## config.mk

```make
export PLATFORM = sky130hd
export DESIGN_NAME = rle_sprite_blitter_flat
export DESIGN_NICKNAME = d
export VERILOG_FILES = /design/src/sv/rsb_pkg.sv /design/src/sv/rsb_if.sv /design/src/sv/rle_sprite_blitter.sv /design/src/sv/rsb_parser.sv /design/src/sv/rsb_place.sv /design/src/flat_wrapper.sv
export VERILOG_INCLUDE_DIRS = /design/src /design/src/sv
export SDC_FILE = /design/constraint.sdc
export NUM_CORES = 1
export LEC_CHECK = 0
export BUFFER_PORTS_ARGS = -buffer_cell sky130_fd_sc_hd__buf_2
export CORE_AREA = 3 3 196 198
export CTS_CLUSTER_DIAMETER = 40
export DETAILED_ROUTE_END_ITERATION = 16
export DIE_AREA = 0 0 199 201
export MAX_ROUTING_LAYER = met4
export PLACE_DENSITY = 0.78
export SLEW_MARGIN = 20
export SYNTH_ARGS = -nofsm -noshare
export SYNTH_HDL_FRONTEND = slang
export SYNTH_SLANG_ARGS = --single-unit
export TNS_END_PERCENT = 20
```

## constraint.sdc

```tcl
create_clock -name clk -period 7.6 [get_ports clk]
set_clock_uncertainty 0.2 [all_clocks]
set_input_delay 1.14 -clock clk [delete_from_list [all_inputs] [get_ports clk]]
set_output_delay 1.14 -clock clk [all_outputs]
set_load 0.005 [all_outputs]
```

## src/sv/assert_macros.svh

```systemverilog
// Assertion macros shared by the RTL modules.
// Expects signals clk and rst_n in the scope of use.
`ifndef ASSERT_MACROS_SVH
`define ASSERT_MACROS_SVH

// same-cycle implication
`define ASSERT_IMPLIES(label, ante, cons, msg) \
    label: assert property (@(posedge clk) disable iff (!rst_n) (ante) |-> (cons)) \
        else $error(msg);

// next-cycle implication
`define ASSERT_NEXT(label, ante, cons, msg) \
    label: assert property (@(posedge clk) disable iff (!rst_n) (ante) |=> (cons)) \
        else $error(msg);

`endif

```

## src/sv/rsb_pkg.sv

```systemverilog
// Package for the RLE sprite blitter: widths, codes, config record, helpers.
// No dependencies.
`default_nettype none

package rsb_pkg;

    localparam int COORD_BITS_DEF = 12;
    localparam int ADDR_BITS_DEF  = 24;
    localparam int PIXEL_BITS     = 8;
    localparam int POS_BITS       = 16;
    localparam int WIN_POS_W      = 12;
    localparam int WIN_SIZE_W     = 13;
    localparam int SCR_W          = 13;   // on-screen coordinate after clipping
    localparam int ORG_W          = 18;   // window corner plus signed position
    localparam int RUN_W          = 7;
    localparam int CFG_DATA_W     = 13;
    localparam int REG_IDX_W      = 3;

    localparam logic MODE_START = 1'b0;
    localparam logic MODE_DATA  = 1'b1;

    typedef enum logic [REG_IDX_W-1:0] {
        REG_WINDOW_X      = 3'd0,
        REG_WINDOW_Y      = 3'd1,
        REG_WINDOW_WIDTH  = 3'd2,
        REG_WINDOW_HEIGHT = 3'd3,
        REG_SCREEN_WIDTH  = 3'd4,
        REG_FLIP_H        = 3'd5,
        REG_FLIP_V        = 3'd6,
        REG_BLEND_MODE    = 3'd7
    } reg_idx_t;

    typedef enum logic [1:0] {
        BLEND_SOLID     = 2'd0,
        BLEND_GLASS_SRC = 2'd1,
        BLEND_GLASS_DST = 2'd2
    } blend_t;

    typedef struct packed {
        logic [WIN_POS_W-1:0]  win_x;
        logic [WIN_POS_W-1:0]  win_y;
        logic [WIN_SIZE_W-1:0] win_w;
        logic [WIN_SIZE_W-1:0] win_h;
        logic [WIN_SIZE_W-1:0] scr_w;
        logic                  flip_h;
        logic                  flip_v;
        logic [1:0]            blend;
    } cfg_t;

    localparam cfg_t CFG_RESET = '{
        win_x:  '0,
        win_y:  '0,
        win_w:  13'd320,
        win_h:  13'd200,
        scr_w:  13'd320,
        flip_h: 1'b0,
        flip_v: 1'b0,
        blend:  2'd0
    };

    // signed width of sprite origin plus mirrored offset
    function automatic int sx_width(int coord_bits);
        return ((coord_bits + 1) > ORG_W ? (coord_bits + 1) : ORG_W) + 1;
    endfunction

    // unused blend code falls back to a plain copy
    function automatic blend_t blend_code(logic [1:0] mode);
        blend_t op;
        unique case (mode)
            BLEND_GLASS_SRC: op = BLEND_GLASS_SRC;
            BLEND_GLASS_DST: op = BLEND_GLASS_DST;
            default:         op = BLEND_SOLID;
        endcase
        return op;
    endfunction

endpackage

`default_nettype wire

```

## src/sv/rsb_if.sv

```systemverilog
// Valid/ready channel interfaces for sprite items and framebuffer writes.
// Depends on rsb_pkg.
`default_nettype none

interface rsb_in_if #(
    parameter int COORD_BITS = rsb_pkg::COORD_BITS_DEF
);
    logic                               valid;
    logic                               ready;
    logic                               mode;
    logic signed [rsb_pkg::POS_BITS-1:0] pos_x;
    logic signed [rsb_pkg::POS_BITS-1:0] pos_y;
    logic [COORD_BITS-1:0]              sprite_width;
    logic [COORD_BITS-1:0]              sprite_height;
    logic [rsb_pkg::PIXEL_BITS-1:0]     data_byte;

    modport source (output valid, mode, pos_x, pos_y, sprite_width, sprite_height,
                    data_byte, input ready);
    modport sink   (input valid, mode, pos_x, pos_y, sprite_width, sprite_height,
                    data_byte, output ready);
endinterface

interface rsb_out_if #(
    parameter int ADDR_BITS = rsb_pkg::ADDR_BITS_DEF
);
    logic                           valid;
    logic                           ready;
    logic [ADDR_BITS-1:0]           address;
    logic [rsb_pkg::PIXEL_BITS-1:0] pixel;
    logic [1:0]                     blend_op;

    modport source (output valid, address, pixel, blend_op, input ready);
    modport sink   (input valid, address, pixel, blend_op, output ready);
endinterface

`default_nettype wire

```

## src/sv/rle_sprite_blitter.sv

```systemverilog
// RLE sprite blitter: decodes run-length sprite bytes into clipped framebuffer writes.
// A decoded pixel passes the parser register, clip stage and result register in order.
// Throughput: one item per cycle unless results stall; these registers each hold one
// transaction and advance independently under backpressure.
// Reset (rst_n, async, active low): no sprite active, pipeline empty, window 0,0
// 320x200, stride 320, no flip, solid copy.
`default_nettype none

module rle_sprite_blitter #(
    parameter int COORD_BITS = rsb_pkg::COORD_BITS_DEF,
    parameter int ADDR_BITS  = rsb_pkg::ADDR_BITS_DEF
) (
    input  wire logic                            clk,
    input  wire logic                            rst_n,
    rsb_in_if.sink                               items,
    rsb_out_if.source                            results,
    input  wire logic                            wr_en,
    input  wire logic [rsb_pkg::REG_IDX_W-1:0]   wr_index,
    input  wire logic [rsb_pkg::CFG_DATA_W-1:0]  wr_data
);

    localparam int SX_W = rsb_pkg::sx_width(COORD_BITS);

    rsb_pkg::cfg_t cfg_reg;

    logic                           cand_valid;
    logic                           cand_ready;
    logic signed [SX_W-1:0]         cand_sx, cand_sy;
    logic [rsb_pkg::PIXEL_BITS-1:0] cand_pixel;

    always_ff @(posedge clk or negedge rst_n)
    begin
        if (!rst_n)
        begin
            cfg_reg <= rsb_pkg::CFG_RESET;
        end
        else if (wr_en)
        begin
            unique case (rsb_pkg::reg_idx_t'(wr_index))
                rsb_pkg::REG_WINDOW_X:      cfg_reg.win_x  <= wr_data[rsb_pkg::WIN_POS_W-1:0];
                rsb_pkg::REG_WINDOW_Y:      cfg_reg.win_y  <= wr_data[rsb_pkg::WIN_POS_W-1:0];
                rsb_pkg::REG_WINDOW_WIDTH:  cfg_reg.win_w  <= wr_data[rsb_pkg::WIN_SIZE_W-1:0];
                rsb_pkg::REG_WINDOW_HEIGHT: cfg_reg.win_h  <= wr_data[rsb_pkg::WIN_SIZE_W-1:0];
                rsb_pkg::REG_SCREEN_WIDTH:  cfg_reg.scr_w  <= wr_data[rsb_pkg::WIN_SIZE_W-1:0];
                rsb_pkg::REG_FLIP_H:        cfg_reg.flip_h <= wr_data[0];
                rsb_pkg::REG_FLIP_V:        cfg_reg.flip_v <= wr_data[0];
                rsb_pkg::REG_BLEND_MODE:    cfg_reg.blend  <= wr_data[1:0];
            endcase
        end
    end

    rsb_parser #(
        .COORD_BITS (COORD_BITS)
    ) u_parser (
        .clk        (clk),
        .rst_n      (rst_n),
        .items      (items),
        .cfg        (cfg_reg),
        .cand_valid (cand_valid),
        .cand_ready (cand_ready),
        .cand_sx    (cand_sx),
        .cand_sy    (cand_sy),
        .cand_pixel (cand_pixel)
    );

    rsb_place #(
        .COORD_BITS (COORD_BITS),
        .ADDR_BITS  (ADDR_BITS)
    ) u_place (
        .clk        (clk),
        .rst_n      (rst_n),
        .cfg        (cfg_reg),
        .cand_valid (cand_valid),
        .cand_ready (cand_ready),
        .cand_sx    (cand_sx),
        .cand_sy    (cand_sy),
        .cand_pixel (cand_pixel),
        .results    (results)
    );

endmodule

`default_nettype wire

```

## src/sv/rsb_parser.sv

```systemverilog
// Token parser: sprite state, run decoding, mirroring; registers one candidate
// pixel (absolute position) per in-sprite run byte. Depends on rsb_pkg, rsb_if.
`default_nettype none

module rsb_parser #(
    parameter int COORD_BITS = rsb_pkg::COORD_BITS_DEF
) (
    input  wire logic                                   clk,
    input  wire logic                                   rst_n,
    rsb_in_if.sink                                      items,
    input  wire rsb_pkg::cfg_t                          cfg,
    output logic                                        cand_valid,
    input  wire logic                                   cand_ready,
    output logic signed [rsb_pkg::sx_width(COORD_BITS)-1:0] cand_sx,
    output logic signed [rsb_pkg::sx_width(COORD_BITS)-1:0] cand_sy,
    output logic [rsb_pkg::PIXEL_BITS-1:0]              cand_pixel
);

    localparam int SX_W  = rsb_pkg::sx_width(COORD_BITS);
    localparam int COL_W = COORD_BITS + 1;
    localparam logic [COL_W-1:0] COL_MAX = '1;

    logic                            active_reg, active_next;
    logic [COORD_BITS-1:0]           row_reg, row_next;
    logic [COL_W-1:0]                col_reg, col_next;
    logic                            in_run_reg, in_run_next;
    logic [rsb_pkg::RUN_W-1:0]       run_reg, run_next;
    logic signed [rsb_pkg::ORG_W-1:0] org_x_reg, org_x_next;
    logic signed [rsb_pkg::ORG_W-1:0] org_y_reg, org_y_next;
    logic [COORD_BITS-1:0]           w_reg, w_next;
    logic [COORD_BITS-1:0]           h_reg, h_next;

    logic                            cand_valid_reg;
    logic signed [SX_W-1:0]          cand_sx_reg, cand_sy_reg;
    logic [rsb_pkg::PIXEL_BITS-1:0]  cand_pixel_reg;

    logic                            accept;
    logic                            emit;
    logic [8:0]                      skip;
    logic [COL_W:0]                  col_skip;
    logic [COORD_BITS-1:0]           col_small;
    logic [COORD_BITS-1:0]           dx, dy;
    logic signed [SX_W-1:0]          sx, sy;

    assign items.ready = !cand_valid_reg || cand_ready;
    assign accept      = items.valid && items.ready;

    assign skip      = 9'(9'd256 - {1'b0, items.data_byte});
    assign col_skip  = {1'b0, col_reg} + (COL_W + 1)'(skip);
    assign col_small = col_reg[COORD_BITS-1:0];

    always_comb
    begin
        active_next = active_reg;
        row_next    = row_reg;
        col_next    = col_reg;
        in_run_next = in_run_reg;
        run_next    = run_reg;
        org_x_next  = org_x_reg;
        org_y_next  = org_y_reg;
        w_next      = w_reg;
        h_next      = h_reg;
        emit        = 1'b0;
        if (accept)
        begin
            if (items.mode == rsb_pkg::MODE_START)
            begin
                org_x_next  = rsb_pkg::ORG_W'($signed({1'b0, cfg.win_x}))
                              + rsb_pkg::ORG_W'(items.pos_x);
                org_y_next  = rsb_pkg::ORG_W'($signed({1'b0, cfg.win_y}))
                              + rsb_pkg::ORG_W'(items.pos_y);
                w_next      = items.sprite_width;
                h_next      = items.sprite_height;
                row_next    = '0;
                col_next    = '0;
                in_run_next = 1'b0;
                run_next    = '0;
                active_next = (items.sprite_width != '0) && (items.sprite_height != '0);
            end
            else if (active_reg)
            begin
                if (in_run_reg)
                begin
                    emit     = (col_reg < {1'b0, w_reg}) && (row_reg < h_reg);
                    col_next = (col_reg != COL_MAX) ? col_reg + 1'b1 : col_reg;
                    run_next = run_reg - 1'b1;
                    if (run_next == '0)
                        in_run_next = 1'b0;
                end
                else if (items.data_byte == '0)
                begin
                    // end of row
                    col_next    = '0;
                    row_next    = row_reg + 1'b1;
                    active_next = !((row_next >= h_reg) || (row_next == '0));
                end
                else if (!items.data_byte[7])
                begin
                    in_run_next = 1'b1;
                    run_next    = items.data_byte[rsb_pkg::RUN_W-1:0];
                end
                else
                begin
                    col_next = (col_skip > (COL_W + 1)'(COL_MAX)) ? COL_MAX
                                                                  : col_skip[COL_W-1:0];
                end
            end
        end
    end

    // column is below the width whenever a pixel is emitted
    assign dx = cfg.flip_h ? (w_reg - 1'b1 - col_small) : col_small;
    assign dy = cfg.flip_v ? (h_reg - 1'b1 - row_reg) : row_reg;
    assign sx = SX_W'(org_x_reg) + SX_W'($signed({1'b0, dx}));
    assign sy = SX_W'(org_y_reg) + SX_W'($signed({1'b0, dy}));

    always_ff @(posedge clk or negedge rst_n)
    begin
        if (!rst_n)
        begin
            active_reg     <= 1'b0;
            row_reg        <= '0;
            col_reg        <= '0;
            in_run_reg     <= 1'b0;
            run_reg        <= '0;
            org_x_reg      <= '0;
            org_y_reg      <= '0;
            w_reg          <= '0;
            h_reg          <= '0;
            cand_valid_reg <= 1'b0;
        end
        else
        begin
            active_reg <= active_next;
            row_reg    <= row_next;
            col_reg    <= col_next;
            in_run_reg <= in_run_next;
            run_reg    <= run_next;
            org_x_reg  <= org_x_next;
            org_y_reg  <= org_y_next;
            w_reg      <= w_next;
            h_reg      <= h_next;
            if (items.ready)
                cand_valid_reg <= emit;
        end
    end

    always_ff @(posedge clk)
    begin
        if (emit)
        begin
            cand_sx_reg    <= sx;
            cand_sy_reg    <= sy;
            cand_pixel_reg <= items.data_byte;
        end
    end

    assign cand_valid = cand_valid_reg;
    assign cand_sx    = cand_sx_reg;
    assign cand_sy    = cand_sy_reg;
    assign cand_pixel = cand_pixel_reg;

    `include "assert_macros.svh"

    `ASSERT_IMPLIES(a_run_nonzero, in_run_reg, run_reg != '0, "pixel run with zero count")
    `ASSERT_IMPLIES(a_run_needs_active, in_run_reg, active_reg, "pixel run on idle sprite")
    `ASSERT_IMPLIES(a_row_in_range, active_reg, row_reg < h_reg, "row past sprite height")
    `ASSERT_NEXT(a_cand_from_run, accept && !(in_run_reg && active_reg), !$rose(cand_valid_reg),
        "candidate pixel without a pixel run")

endmodule

`default_nettype wire

```

## src/sv/rsb_place.sv

```systemverilog
// Window clip and framebuffer address stages with the result register.
// Depends on rsb_pkg, rsb_if.
`default_nettype none

module rsb_place #(
    parameter int COORD_BITS = rsb_pkg::COORD_BITS_DEF,
    parameter int ADDR_BITS  = rsb_pkg::ADDR_BITS_DEF
) (
    input  wire logic                                   clk,
    input  wire logic                                   rst_n,
    input  wire rsb_pkg::cfg_t                          cfg,
    input  wire logic                                   cand_valid,
    output logic                                        cand_ready,
    input  wire logic signed [rsb_pkg::sx_width(COORD_BITS)-1:0] cand_sx,
    input  wire logic signed [rsb_pkg::sx_width(COORD_BITS)-1:0] cand_sy,
    input  wire logic [rsb_pkg::PIXEL_BITS-1:0]         cand_pixel,
    rsb_out_if.source                                   results
);

    localparam int SX_W   = rsb_pkg::sx_width(COORD_BITS);
    localparam int END_W  = rsb_pkg::WIN_SIZE_W + 1;
    localparam int PROD_W = rsb_pkg::SCR_W + rsb_pkg::WIN_SIZE_W;
    localparam int SUM_W  = PROD_W + 1;

    logic                           b_valid_reg;
    logic [rsb_pkg::SCR_W-1:0]      b_sx_reg, b_sy_reg;
    logic [rsb_pkg::PIXEL_BITS-1:0] b_pixel_reg;

    logic                           c_valid_reg;
    logic [ADDR_BITS-1:0]           c_addr_reg;
    logic [rsb_pkg::PIXEL_BITS-1:0] c_pixel_reg;
    logic [1:0]                     c_op_reg;

    logic [END_W-1:0]               x_end, y_end;
    logic                           visible;
    logic                           c_ready, b_ready;
    logic [PROD_W-1:0]              prod;
    logic [SUM_W-1:0]               sum;

    assign x_end = {1'b0, (rsb_pkg::WIN_SIZE_W)'(cfg.win_x)} + END_W'(cfg.win_w);
    assign y_end = {1'b0, (rsb_pkg::WIN_SIZE_W)'(cfg.win_y)} + END_W'(cfg.win_h);

    assign visible = (cand_sx >= SX_W'($signed({1'b0, cfg.win_x})))
                  && (cand_sx <  SX_W'($signed({1'b0, x_end})))
                  && (cand_sy >= SX_W'($signed({1'b0, cfg.win_y})))
                  && (cand_sy <  SX_W'($signed({1'b0, y_end})));

    assign c_ready    = !c_valid_reg || results.ready;
    assign b_ready    = !b_valid_reg || c_ready;
    assign cand_ready = b_ready;

    assign prod = b_sy_reg * cfg.scr_w;
    assign sum  = {1'b0, prod} + SUM_W'(b_sx_reg);

    always_ff @(posedge clk or negedge rst_n)
    begin
        if (!rst_n)
        begin
            b_valid_reg <= 1'b0;
            c_valid_reg <= 1'b0;
        end
        else
        begin
            if (b_ready)
                b_valid_reg <= cand_valid && visible;
            if (c_ready)
                c_valid_reg <= b_valid_reg;
        end
    end

    always_ff @(posedge clk)
    begin
        if (b_ready && cand_valid)
        begin
            // used only when inside the window, where the coordinates are non-negative
            b_sx_reg    <= cand_sx[rsb_pkg::SCR_W-1:0];
            b_sy_reg    <= cand_sy[rsb_pkg::SCR_W-1:0];
            b_pixel_reg <= cand_pixel;
        end
        if (c_ready && b_valid_reg)
        begin
            c_addr_reg  <= ADDR_BITS'(sum);
            c_pixel_reg <= b_pixel_reg;
            c_op_reg    <= rsb_pkg::blend_code(cfg.blend);
        end
    end

    assign results.valid    = c_valid_reg;
    assign results.address  = c_addr_reg;
    assign results.pixel    = c_pixel_reg;
    assign results.blend_op = c_op_reg;

    `include "assert_macros.svh"

    `ASSERT_IMPLIES(a_op_legal, c_valid_reg,
        c_op_reg == rsb_pkg::BLEND_SOLID || c_op_reg == rsb_pkg::BLEND_GLASS_SRC ||
        c_op_reg == rsb_pkg::BLEND_GLASS_DST, "undefined blend code on output")
    `ASSERT_NEXT(a_visible_taken, cand_valid && cand_ready && visible, b_valid_reg,
        "visible pixel dropped at clip stage")
    `ASSERT_IMPLIES(a_clip_x, b_valid_reg, END_W'(b_sx_reg) < x_end,
        "clipped pixel right of window")

endmodule

`default_nettype wire

```

## src/flat_wrapper.sv

```systemverilog
// flat-port wrapper written by rule: the top's interface ports become plain ports
module rle_sprite_blitter_flat 
#(
    parameter int COORD_BITS = rsb_pkg::COORD_BITS_DEF,
    parameter int ADDR_BITS  = rsb_pkg::ADDR_BITS_DEF
)
  (clk, rst_n, wr_en, wr_index, wr_data, items_valid, items_mode, items_pos_x, items_pos_y, items_sprite_width, items_sprite_height, items_data_byte, items_ready, results_valid, results_address, results_pixel, results_blend_op, results_ready);
  rsb_in_if #(.COORD_BITS(COORD_BITS)) items_i ();
  rsb_out_if #(.ADDR_BITS(ADDR_BITS)) results_i ();
  input  wire logic clk;
  input  wire logic rst_n;
  input  wire logic wr_en;
  input  wire logic [rsb_pkg::REG_IDX_W-1:0] wr_index;
  input  wire logic [rsb_pkg::CFG_DATA_W-1:0] wr_data;
  input wire logic [$bits(items_i.valid)-1:0] items_valid;
  input wire logic [$bits(items_i.mode)-1:0] items_mode;
  input wire logic [$bits(items_i.pos_x)-1:0] items_pos_x;
  input wire logic [$bits(items_i.pos_y)-1:0] items_pos_y;
  input wire logic [$bits(items_i.sprite_width)-1:0] items_sprite_width;
  input wire logic [$bits(items_i.sprite_height)-1:0] items_sprite_height;
  input wire logic [$bits(items_i.data_byte)-1:0] items_data_byte;
  output wire logic [$bits(items_i.ready)-1:0] items_ready;
  output wire logic [$bits(results_i.valid)-1:0] results_valid;
  output wire logic [$bits(results_i.address)-1:0] results_address;
  output wire logic [$bits(results_i.pixel)-1:0] results_pixel;
  output wire logic [$bits(results_i.blend_op)-1:0] results_blend_op;
  input wire logic [$bits(results_i.ready)-1:0] results_ready;
  assign items_i.valid = items_valid;
  assign items_i.mode = items_mode;
  assign items_i.pos_x = items_pos_x;
  assign items_i.pos_y = items_pos_y;
  assign items_i.sprite_width = items_sprite_width;
  assign items_i.sprite_height = items_sprite_height;
  assign items_i.data_byte = items_data_byte;
  assign items_ready = items_i.ready;
  assign results_valid = results_i.valid;
  assign results_address = results_i.address;
  assign results_pixel = results_i.pixel;
  assign results_blend_op = results_i.blend_op;
  assign results_i.ready = results_ready;
  rle_sprite_blitter #(.COORD_BITS(COORD_BITS), .ADDR_BITS(ADDR_BITS)) u_core (.clk(clk), .rst_n(rst_n), .items(items_i), .results(results_i), .wr_en(wr_en), .wr_index(wr_index), .wr_data(wr_data));
endmodule
```

==> results.sh, run 1 <==
export IMPL_core_area_um2=36700
export IMPL_clock_fmax_mhz=146
export IMPL_cts_setup_buffers=0
export IMPL_drcViolationCount=0
export IMPL_hpwl_um=44600
export IMPL_r2r_end="u_core.u_place.results.address[23]"
export IMPL_internal_power_mw=7.18
export IMPL_hp_class="flop to flop"
export IMPL_grt_pass1_wl_um=94200
export IMPL_wl_per_cell_um=19.2
export IMPL_endpoint_kind="flop"
export IMPL_finalSetupViolCount=0
export IMPL_holdPathStages=0
export IMPL_synth_edf_count=112
export IMPL_cts_hold_buf=0
export IMPL_pwr_share_comb=0.638
export IMPL_drive_gt1_frac=0.125
export IMPL_synth_main_ff_cell="dfrtp_1"
export IMPL_grt_max_degree=101
export IMPL_layout_nets=2965
export IMPL_gp_congestion=0.946
export IMPL_p_per_area_nw_per_um2=504
export IMPL_cap_violations=0
export IMPL_synth_cell_type_count=75
export IMPL_slew_viol_final=0
export IMPL_fin_tns_setup_ns=0
export IMPL_switchingPower_mw=5.86
export IMPL_synth_seq_cells=274
export IMPL_crit_fanout=13
export IMPL_vias=17655
export IMPL_finalHoldViolCount=0
export IMPL_diodes=0
export IMPL_p_leak_nw=12.0
export IMPL_fin_area_um2=25900
export IMPL_synthToLayoutAreaGrowth_pct=11.7
export IMPL_reg2reg_slack_ns=0.75
export IMPL_worstMarginPinSlew_ns=1.07
export IMPL_rsz0062_at_grt="no"
export IMPL_run_status="finished, final reports clean"
export IMPL_hp_start="u_core.u_place.b_pixel_reg[1]"
export IMPL_cts_buffers=49
export IMPL_slowest_stage="edfxtp_1"
export IMPL_vias_per_cell=5.93
export IMPL_critPathKind="flop to flop"
export IMPL_cp_required_ns=7.72
export IMPL_synth_net_count=2851
export IMPL_relSlewSlack=0.285
export IMPL_start_util=0.631
export IMPL_rr_startpoint="u_core.u_place.b_sy_reg[5]"
export IMPL_cts_tree="yes"
export IMPL_cts_sinks=274
export IMPL_startpoint_type="flop"
export IMPL_grt_ovfl_total=0
export IMPL_path_cells="and2_1 -> fa_1 -> inv_1 -> fa_1 -> inv_1 -> fa_1 -> inv_1 -> fa_1 -> inv_1 -> fa_1 -> inv_1 -> fa_1 -> inv_1 -> ha_1 -> nand2_1 -> o311a_1 -> o311ai_1 -> a21oi_1 -> o31ai_1 -> o41ai_1 -> xnor2_1"
export IMPL_power_frac_clock=0.170
export IMPL_async_flop_share=0.591
export IMPL_largest_reg_flops=67
export IMPL_die_area_um2=40000
export IMPL_antenna_found_initial=0
export IMPL_cp_data_arrival_time_ns=6.96
export IMPL_drtIter0Drc=1396
export IMPL_finalCritPeriodShare=0.901
export IMPL_place_area_um2=24200
export IMPL_rows=70
export IMPL_ir_worst_vdd_mv=0.696
export IMPL_syn_area_um2=23200
export IMPL_grt_pass1_vias=17989
export IMPL_fp_dieH_um=201
export IMPL_insertion_delay_ns=0.58
export IMPL_fp_dieW_um=199
export IMPL_slowest_delay_ns=0.57
export IMPL_drt_total_wl_um=57300
export IMPL_power_frac_seq=0.192
export IMPL_clock_path_buffers=3
export IMPL_post_cts_resized=0
export IMPL_h_tree_depth=2
export IMPL_io_pins=122
export IMPL_post_route_min_period_ns=6.85
export IMPL_port_buffers=121
export IMPL_yosysSeqAreaShare=0.321
export IMPL_cts_root_buffer="clkbuf_16"
export IMPL_clk_pin_slew_ns=0.06
export IMPL_track_usage=0.304
export IMPL_whs_endpoint="u_core.u_place.results.pixel[1]"
export IMPL_antenna_left=0
export IMPL_reg2reg_depth=21
export IMPL_syn_inst=2355
export IMPL_drt_first_pass_iters=5
export IMPL_swShare=0.449
export IMPL_avgSynthCellArea_um2=9.84
export IMPL_yosysWarnings=0
==> power groups by stage <==
| stage | clock (mW) | sequential, mW | combinational (mW) |
|---|---|---|---|
| finish | 2.21 | 2.50 | 8.32 |
| detailed placement | 0 | 2.52 | 8.20 |
| global route | 2.31 | 2.53 | 9.54 |
| floorplan | 0 | 2.36 | 6.60 |
| CTS | 2.24 | 2.49 | 8.33 |
| global placement | 0 | 2.51 | 7.91 |
==> synthesized netlist by cell type, drive strengths merged (6+ instances only) <==
master | number | share of area
a211oi | 14 | 0.0045
a2111oi | 6 | 0.0028
inv | 277 | 0.045
mux2i | 8 | 0.0035
a21o | 54 | 0.017
and3 | 18 | 0.0049
nor2b | 22 | 0.0059
mux2 | 71 | 0.035
o211ai | 14 | 0.0045
ha | 272 | 0.15
o221ai | 7 | 0.0029
nor2 | 85 | 0.014
nand2 | 231 | 0.037
a31oi | 15 | 0.0041
or2 | 8 | 0.0022
fa | 138 | 0.12
dfstp | 7 | 0.0079
xnor2 | 94 | 0.036
edfxtp | 112 | 0.15
o21bai | 12 | 0.0039
a22o | 13 | 0.0049
o21ai | 149 | 0.032
o31ai | 11 | 0.0036
nand4 | 14 | 0.0038
a21oi | 103 | 0.022
o41ai | 9 | 0.0034
xor2 | 43 | 0.016
nor3b | 8 | 0.0028
o21a | 24 | 0.0078
nand3 | 42 | 0.0096
or3 | 13 | 0.0035
clkbuf | 62 | 0.010
dfrtp | 155 | 0.17
nor4 | 19 | 0.0051
a21boi | 13 | 0.0042
nor3 | 40 | 0.0089
nand2b | 21 | 0.0058
and2 | 93 | 0.025
==> cell type report <==
cell class	instances	area, µm²
clock buffers	54	1290
clock inverters	37	380
fillers	2720	10800
inverters	280	1050
multi-input cells	1737	14500
flip-flops and latches	274	7430
well taps	468	586
repair buffers	127	657
==> how the worst max path moves through the flow <==
stage                               start                                  to  slack (ns)  cells past startpoint
3_5_place_dp   u_core.u_place.b_sy_reg[5]  u_core.u_place.results.address[23]        0.78                     21
6_report       u_core.u_place.b_sy_reg[5]  u_core.u_place.results.address[23]        0.75                     21
3_3_place_gp   u_core.u_place.b_sy_reg[5]  u_core.u_place.results.address[23]        0.90                     21
2_1_floorplan  u_core.u_place.b_sy_reg[5]  u_core.u_place.results.address[23]        1.36                     23
5_1_grt        u_core.u_place.b_sy_reg[5]  u_core.u_place.results.address[23]        0.46                     22
4_1_cts        u_core.u_place.b_sy_reg[5]  u_core.u_place.results.address[23]        0.76                     21
==> worst max-delay path: cells and delay by family, from the launching register on <==
kind / cells / cell delay [ns]
xor gates and xnor gates: 1 / 0.14
adders and majority gates: 7 / 3.40
and+or+nand+nor: 2 / 0.33
DFF: 1 / 0.57
AOI/OAI and AO/OA: 5 / 1.64
buffers and inverters: 6 / 0.29
==> cell families after synthesis <==
family,synth area share
fa+ha+maj,0.266
flops,0.321
xor+xnor,0.0518
mux,0.0380
buf+inv,0.0558
compound gates,0.135
simple gates,0.133
==> layer usage <==
| layer | vias up | track usage | wire [µm] |
|---|---|---|---|
| li1 | 8399 | - | - |
| met1 | 8610 | 0.399 | 24700 |
| met2 | 529 | 0.491 | 27600 |
| met3 | 117 | 0.0428 | 3050 |
| met4 | 0 | 0.0976 | 1900 |
| met5 | - | - | 0 |
==> placed cells by master (no fill, tap or decap), types with 22 or more instances in the layout <==
| cell type | instances |
|---|---|
| xor2_1 | 43 |
| nor3_1 | 37 |
| fa_1 | 138 |
| inv_1 | 276 |
| xnor2_1 | 94 |
| a21o_1 | 54 |
| o21ai_0 | 96 |
| a21oi_1 | 103 |
| nor2_1 | 84 |
| dfrtp_1 | 155 |
| nand2_1 | 231 |
| o21a_1 | 24 |
| clkbuf_16 | 51 |
| edfxtp_1 | 112 |
| nor2b_1 | 22 |
| nand3_1 | 41 |
| and2_1 | 92 |
| o21ai_1 | 53 |
| ha_1 | 272 |
| mux2_2 | 71 |
| buf_2 | 120 |
==> per-stage QoR <==
stage | std cells | total power, mW | util | worst slack (ns) | hold slack (ns)
4_1_cts | 2977 | 13.1 | 0.705 | 0.759 | 0.216
2_1_floorplan | 2355 | 8.96 | - | 1.36 | 0.200
5_1_grt | 2977 | 14.4 | 0.705 | 0.459 | 0.220
6_report | 2977 | 13.0 | 0.705 | 0.755 | 0.217
3_3_place_gp | 2886 | 10.4 | 0.659 | 0.898 | 0.201
3_5_place_dp | 2886 | 10.7 | 0.659 | 0.778 | 0.205
Note: power is estimated with default switching activity, not from simulation.
==> run 2, diff against run 1 <==
- CORE_AREA: 3 3 196 198 -> 3 3 231 233
- DIE_AREA: 0 0 199 201 -> 0 0 234 236
- PLACE_DENSITY: 0.78 -> 0.58
==> run 2 against run 1 <==
  * Design area rose by 2.0%
  * Combinational power down 0.7%
  * Sequential power about the same
  * Utilization fell by 19 points
  * Worst hold slack worse by 0.0016 ns
  * Count of clock-buffer cells in the layout increased by 8
  * Via count shrank 2.7%
  * Sequential cell count stayed put
  * Non-clock buffer count up 4
  * First-iteration DRC count is 43% lower
  * Highest routed layer unchanged
==> results.sh, run 2 (synthesized netlist as in run 1, its figures left out) <==
export IMPL_run_status="finished, final reports clean"
export IMPL_reg2reg_depth=21
export IMPL_post_cts_resized=0
export IMPL_cts_hold_buf=0
export IMPL_r2r_end="u_core.u_place.results.address[23]"
export IMPL_relSlewSlack=0.265
export IMPL_largest_reg_flops=67
export IMPL_path_cells="and2_1 -> fa_1 -> inv_1 -> fa_1 -> inv_1 -> fa_1 -> inv_1 -> fa_1 -> inv_1 -> fa_1 -> inv_1 -> fa_1 -> inv_1 -> ha_1 -> nand2_1 -> o311a_1 -> o311ai_1 -> a21oi_1 -> o31ai_1 -> o41ai_1 -> xnor2_1"
export IMPL_cts_tree="yes"
export IMPL_p_per_area_nw_per_um2=501
export IMPL_cts_buffers=55
export IMPL_rr_startpoint="u_core.u_place.b_sy_reg[5]"
export IMPL_cts_sinks=274
export IMPL_clock_fmax_mhz=145
export IMPL_hpwl_um=47000
export IMPL_cp_required_ns=7.74
export IMPL_track_usage=0.224
export IMPL_rsz0062_at_grt="no"
export IMPL_crit_fanout=13
export IMPL_final_common_cell="inv_1"
export IMPL_clk_pin_slew_ns=0.06
export IMPL_critPathKind="flop to flop"
export IMPL_utilization=0.513
export IMPL_layout_common_cells="inv_1, ha_1, nand2_1"
export IMPL_wl_per_cell_um=18.3
export IMPL_fin_tns_setup_ns=0
export IMPL_core_area_um2=51400
export IMPL_io_pins=122
export IMPL_gp_congestion=0.886
export IMPL_finalCritPeriodShare=0.906
export IMPL_fin_area_um2=26400
export IMPL_drt_first_pass_iters=7
export IMPL_vias=17182
export IMPL_hp_start="u_core.u_parser.cand_pixel[3]"
export IMPL_worst_path_dominant_cell_family="adder cells"
export IMPL_fp_dieH_um=236
export IMPL_rows=83
export IMPL_die_area_um2=55200
export IMPL_ir_worst_vdd_mv=0.614
export IMPL_holdPathStages=0
export IMPL_antenna_found_initial=3
export IMPL_cts_setup_buffers=0
export IMPL_start_util=0.451
export IMPL_finalHoldViolCount=0
export IMPL_cp_data_arrival_time_ns=7.03
export IMPL_cap_violations=0
export IMPL_finalSetupViolCount=0
export IMPL_drtIter0Drc=800
export IMPL_fp_dieW_um=234
export IMPL_h_tree_depth=2
export IMPL_drt_total_wl_um=58800
export IMPL_worstMarginPinSlew_ns=1.10
export IMPL_insertion_delay_ns=0.60
export IMPL_slew_viol_final=0
export IMPL_reg2reg_slack_ns=0.71
export IMPL_startpoint_type="flop"
export IMPL_clock_path_buffers=3
export IMPL_endpoint_kind="flop"
export IMPL_port_buffers=121
export IMPL_slowest_delay_ns=0.57
export IMPL_drive_gt1_frac=0.130
export IMPL_antenna_left=0
export IMPL_hp_class="flop to flop"
export IMPL_post_route_min_period_ns=6.89
export IMPL_layout_nets=2975
export IMPL_grt_max_degree=84
export IMPL_drcViolationCount=0
export IMPL_crit_buf_inv=6
export IMPL_cts_root_buffer="clkbuf_16"
export IMPL_vias_per_cell=5.36
export IMPL_grt_ovfl_total=0
export IMPL_slowest_stage="edfxtp_1"
export IMPL_grt_pass1_wl_um=94900
export IMPL_p_leak_nw=12.2
export IMPL_synthToLayoutAreaGrowth_pct=13.9
export IMPL_whs_endpoint="u_core.u_place.b_pixel_reg[3]"
export IMPL_place_area_um2=24500
export IMPL_grt_pass1_vias=17609
==> run 2: cell types whose count changed in the layout (fill, tap and decap cells not counted), sizes merged <==
cell,change
clkbuf,+8
buf,+4
bufinv,+4
clkinvlp,+3
inv,-3
diode,+2
==> run 2: worst max path at each step <==
stage,startpoint,cells past startpoint,endpoint
finish,u_core.u_place.b_sy_reg[5],21,u_core.u_place.results.address[23]
global route,u_core.u_place.b_sy_reg[5],22,u_core.u_place.results.address[23]
CTS,u_core.u_place.b_sy_reg[5],21,u_core.u_place.results.address[23]
detailed placement,u_core.u_place.b_sy_reg[5],21,u_core.u_place.results.address[23]
global placement,u_core.u_place.b_sy_reg[5],21,u_core.u_place.results.address[23]
floorplan,u_core.u_place.b_sy_reg[5],23,u_core.u_place.results.address[23]
==> run 2: through the flow <==
step / hold WS, ns / std cells / total power, mW / worst slack (ns)
after floorplan: 0.200 / 2355 / 8.96 / 1.36
after global placement: 0.202 / 3102 / 10.6 / 0.760
after detailed placement: 0.205 / 3102 / 10.8 / 0.744
after CTS: 0.217 / 3205 / 13.4 / 0.723
after global routing: 0.222 / 3207 / 14.7 / 0.378
final: 0.216 / 3207 / 13.2 / 0.714
==> run 2: worst register-to-register path: cells and delay by family (launching register included) <==
family                   cells  cell delay, ns
AND/OR/NAND/NOR              2            0.33
AO/OA/AOI/OAI                5            1.70
XOR/XNOR                     1            0.14
buffers and inverters        6            0.30
adder cells (fa/ha/maj)      7            3.38
flip-flops                   1            0.57
==> run 2: layer usage <==
metal	share of wire	routed length, µm	vias up	track usage
li1	-	-	8431	-
met1	0.46	26800	8302	0.293
met2	0.47	27500	330	0.355
met3	0.040	2360	119	0.0319
met4	0.036	2130	0	0.0838
met5	0	0	-	-
==> run 2: layout make-up <==
cell class                 count  area, µm²
fill                        4742      25000
multi-input combinational   1737      14500
sequential                   274       7430
clock buffer                  62       1440
inverter                     280       1050
tap                          680        851
timing repair buffer         131        687
clock inverter                41        452
antenna                        2       5.00
==> run 2: power by group <==
group | leakage (nW) | switching [mW] | internal, mW
Sequential | 3.01 | 0.300 | 2.20
Clock | 0.917 | 0.900 | 1.57
Combinational | 8.23 | 4.61 | 3.65
==> run 3, diff against run 2 <==
- clock period: 7.6 -> 7.11 ns (I/O delays scaled with it)
==> run 3 against run 2 <==
  * Total power rose by 9.4%
  * Clock power is 12% higher
  * Maximum frequency grew 2.3%
  * Cell count increased by 0.47%
  * Non-clock buffer count is 10 higher
  * Design area increased by 0.75%
  * Sequential power rose by 7%
  * Critical path type unchanged
==> results.sh, run 3 (synthesized netlist as in run 1, its figures left out) <==
export IMPL_grt_pass1_wl_um=96200
export IMPL_grt_ovfl_total=0
export IMPL_insertion_delay_ns=0.62
export IMPL_cts_tree="yes"
export IMPL_cap_violations=0
export IMPL_drive_gt1_frac=0.134
export IMPL_p_per_area_nw_per_um2=544
export IMPL_drt_first_pass_iters=5
export IMPL_run_status="finished, final reports clean"
export IMPL_p_total_mw=14.5
export IMPL_layout_nets=2988
export IMPL_critPathKind="flop to flop"
export IMPL_r2r_end="u_core.u_place.results.address[23]"
export IMPL_slew_viol_final=0
export IMPL_startpoint_type="flop"
export IMPL_post_route_min_period_ns=6.73
export IMPL_ir_worst_vdd_mv=0.717
export IMPL_finalCritPeriodShare=0.947
export IMPL_p_leak_nw=12.3
export IMPL_hpwl_um=47200
export IMPL_vias_per_cell=5.40
export IMPL_grt_max_degree=60
export IMPL_cts_hold_buf=0
export IMPL_endpoint_kind="flop"
export IMPL_cts_setup_buffers=0
export IMPL_crit_fanout=14
export IMPL_clk_pin_slew_ns=0.06
export IMPL_antenna_left=0
export IMPL_post_cts_resized=0
export IMPL_drt_total_wl_um=59500
export IMPL_multi_input_area_um2=14500
export IMPL_wl_per_cell_um=18.5
export IMPL_gp_congestion=0.882
export IMPL_fp_dieW_um=234
export IMPL_clock_path_buffers=3
export IMPL_cp_required_ns=7.27
export IMPL_rr_startpoint="u_core.cfg_reg[7]"
export IMPL_fillers=4731
export IMPL_setup_ws_ns=0.377
export IMPL_path_depth=23
export IMPL_drcViolationCount=0
export IMPL_cts_sinks=274
export IMPL_fin_tns_setup_ns=0
export IMPL_hp_class="primary input to async pin"
export IMPL_layout_common_cells="inv_1, ha_1, nand2_1"
export IMPL_dp_slack_ns=0.448
export IMPL_cts_root_buffer="clkbuf_16"
export IMPL_core_area_um2=51400
export IMPL_largest_reg_flops=67
export IMPL_slowest_stage="fa_1"
export IMPL_grt_pass1_vias=17765
export IMPL_reg2reg_slack_ns=0.38
export IMPL_cts_buffers=58
export IMPL_finalSetupViolCount=0
export IMPL_finalHoldViolCount=0
export IMPL_start_util=0.451
export IMPL_rsz0062_at_grt="no"
export IMPL_cp_data_arrival_time_ns=6.89
export IMPL_register_area_um2=7430
export IMPL_path_cells="and2_1 -> fa_1 -> inv_1 -> fa_1 -> inv_1 -> fa_1 -> inv_1 -> fa_1 -> inv_1 -> fa_1 -> inv_1 -> fa_1 -> inv_1 -> ha_1 -> a21oi_1 -> a2bb2oi_1 -> o311a_1 -> o311ai_1 -> buf_4 -> a21oi_1 -> o31ai_1 -> o41ai_1 -> xnor2_1"
export IMPL_drtIter0Drc=900
export IMPL_die_area_um2=55200
export IMPL_slowest_delay_ns=0.53
export IMPL_fin_cells=3222
export IMPL_track_usage=0.226
export IMPL_clock_fmax_mhz=149
export IMPL_final_common_cell="inv_1"
export IMPL_h_tree_depth=2
export IMPL_vias=17384
export IMPL_fp_dieH_um=236
export IMPL_antenna_found_initial=2
export IMPL_synthToLayoutAreaGrowth_pct=14.8
export IMPL_worst_path_dominant_cell_family="adder cells"
export IMPL_place_inst=3112
export IMPL_relSlewSlack=0.282
export IMPL_crit_buf_inv=7
export IMPL_io_pins=122
export IMPL_rows=83
export IMPL_reg2reg_depth=23
export IMPL_worstMarginPinSlew_ns=1.07
export IMPL_port_buffers=121
[run 3: changes by cell type in the layout (fill, tap and decap cells not counted), sizes merged]
cell      delta
inv          -2
clkinvlp     -1
diode        -1
clkinv       +2
bufinv       -1
buf         +10
clkbuf       +8
[run 3: area by class of cell]
| cell class | instances | area share |
|---|---|---|
| Tap cell | 680 | 0.0320 |
| Antenna cell | 1 | 0.0000941 |
| Multi-Input combinational cell | 1737 | 0.544 |
| Timing Repair Buffer | 141 | 0.0287 |
| Sequential cell | 274 | 0.279 |
| Clock inverter | 39 | 0.0161 |
| Clock buffer | 70 | 0.0599 |
| Inverter | 280 | 0.0395 |
[run 3: per-stage QoR]
step | hold WS [ns] | cell area (µm²) | util
final | 0.195 | 26600 | 0.517
after global routing | 0.214 | 26600 | 0.517
after CTS | 0.192 | 26600 | 0.517
after detailed placement | 0.205 | 24600 | 0.478
after global placement | 0.203 | 24600 | 0.478
after floorplan | 0.200 | 23200 | -
[run 3: worst max-delay path by stage]
stage	startpoint	slack [ns]	to
after detailed placement	u_core.cfg_reg[7]	0.45	u_core.u_place.results.address[23]
after CTS	u_core.cfg_reg[7]	0.39	u_core.u_place.results.address[23]
final	u_core.cfg_reg[7]	0.38	u_core.u_place.results.address[23]
after global routing	u_core.cfg_reg[7]	0.08	u_core.u_place.results.address[23]
after global placement	u_core.cfg_reg[7]	0.54	u_core.u_place.results.address[23]
after floorplan	u_core.u_place.b_sy_reg[5]	0.87	u_core.u_place.results.address[23]
[run 3: report_power, final]
group          leakage, nW  switching (mW)  internal (mW)
Sequential            3.01           0.315           2.35
Combinational         8.28            4.99           4.05
Clock                0.974           0.991           1.77
Total                 12.3            6.30           8.18
[run 3: layer usage]
layer | up-vias | wire length (µm) | global-route usage
li1 | 8446 | - | -
met1 | 8567 | 27300 | 0.298
met2 | 299 | 29000 | 0.375
met3 | 72 | 1970 | 0.0244
met4 | 0 | 1210 | 0.0566
met5 | - | 0 | -
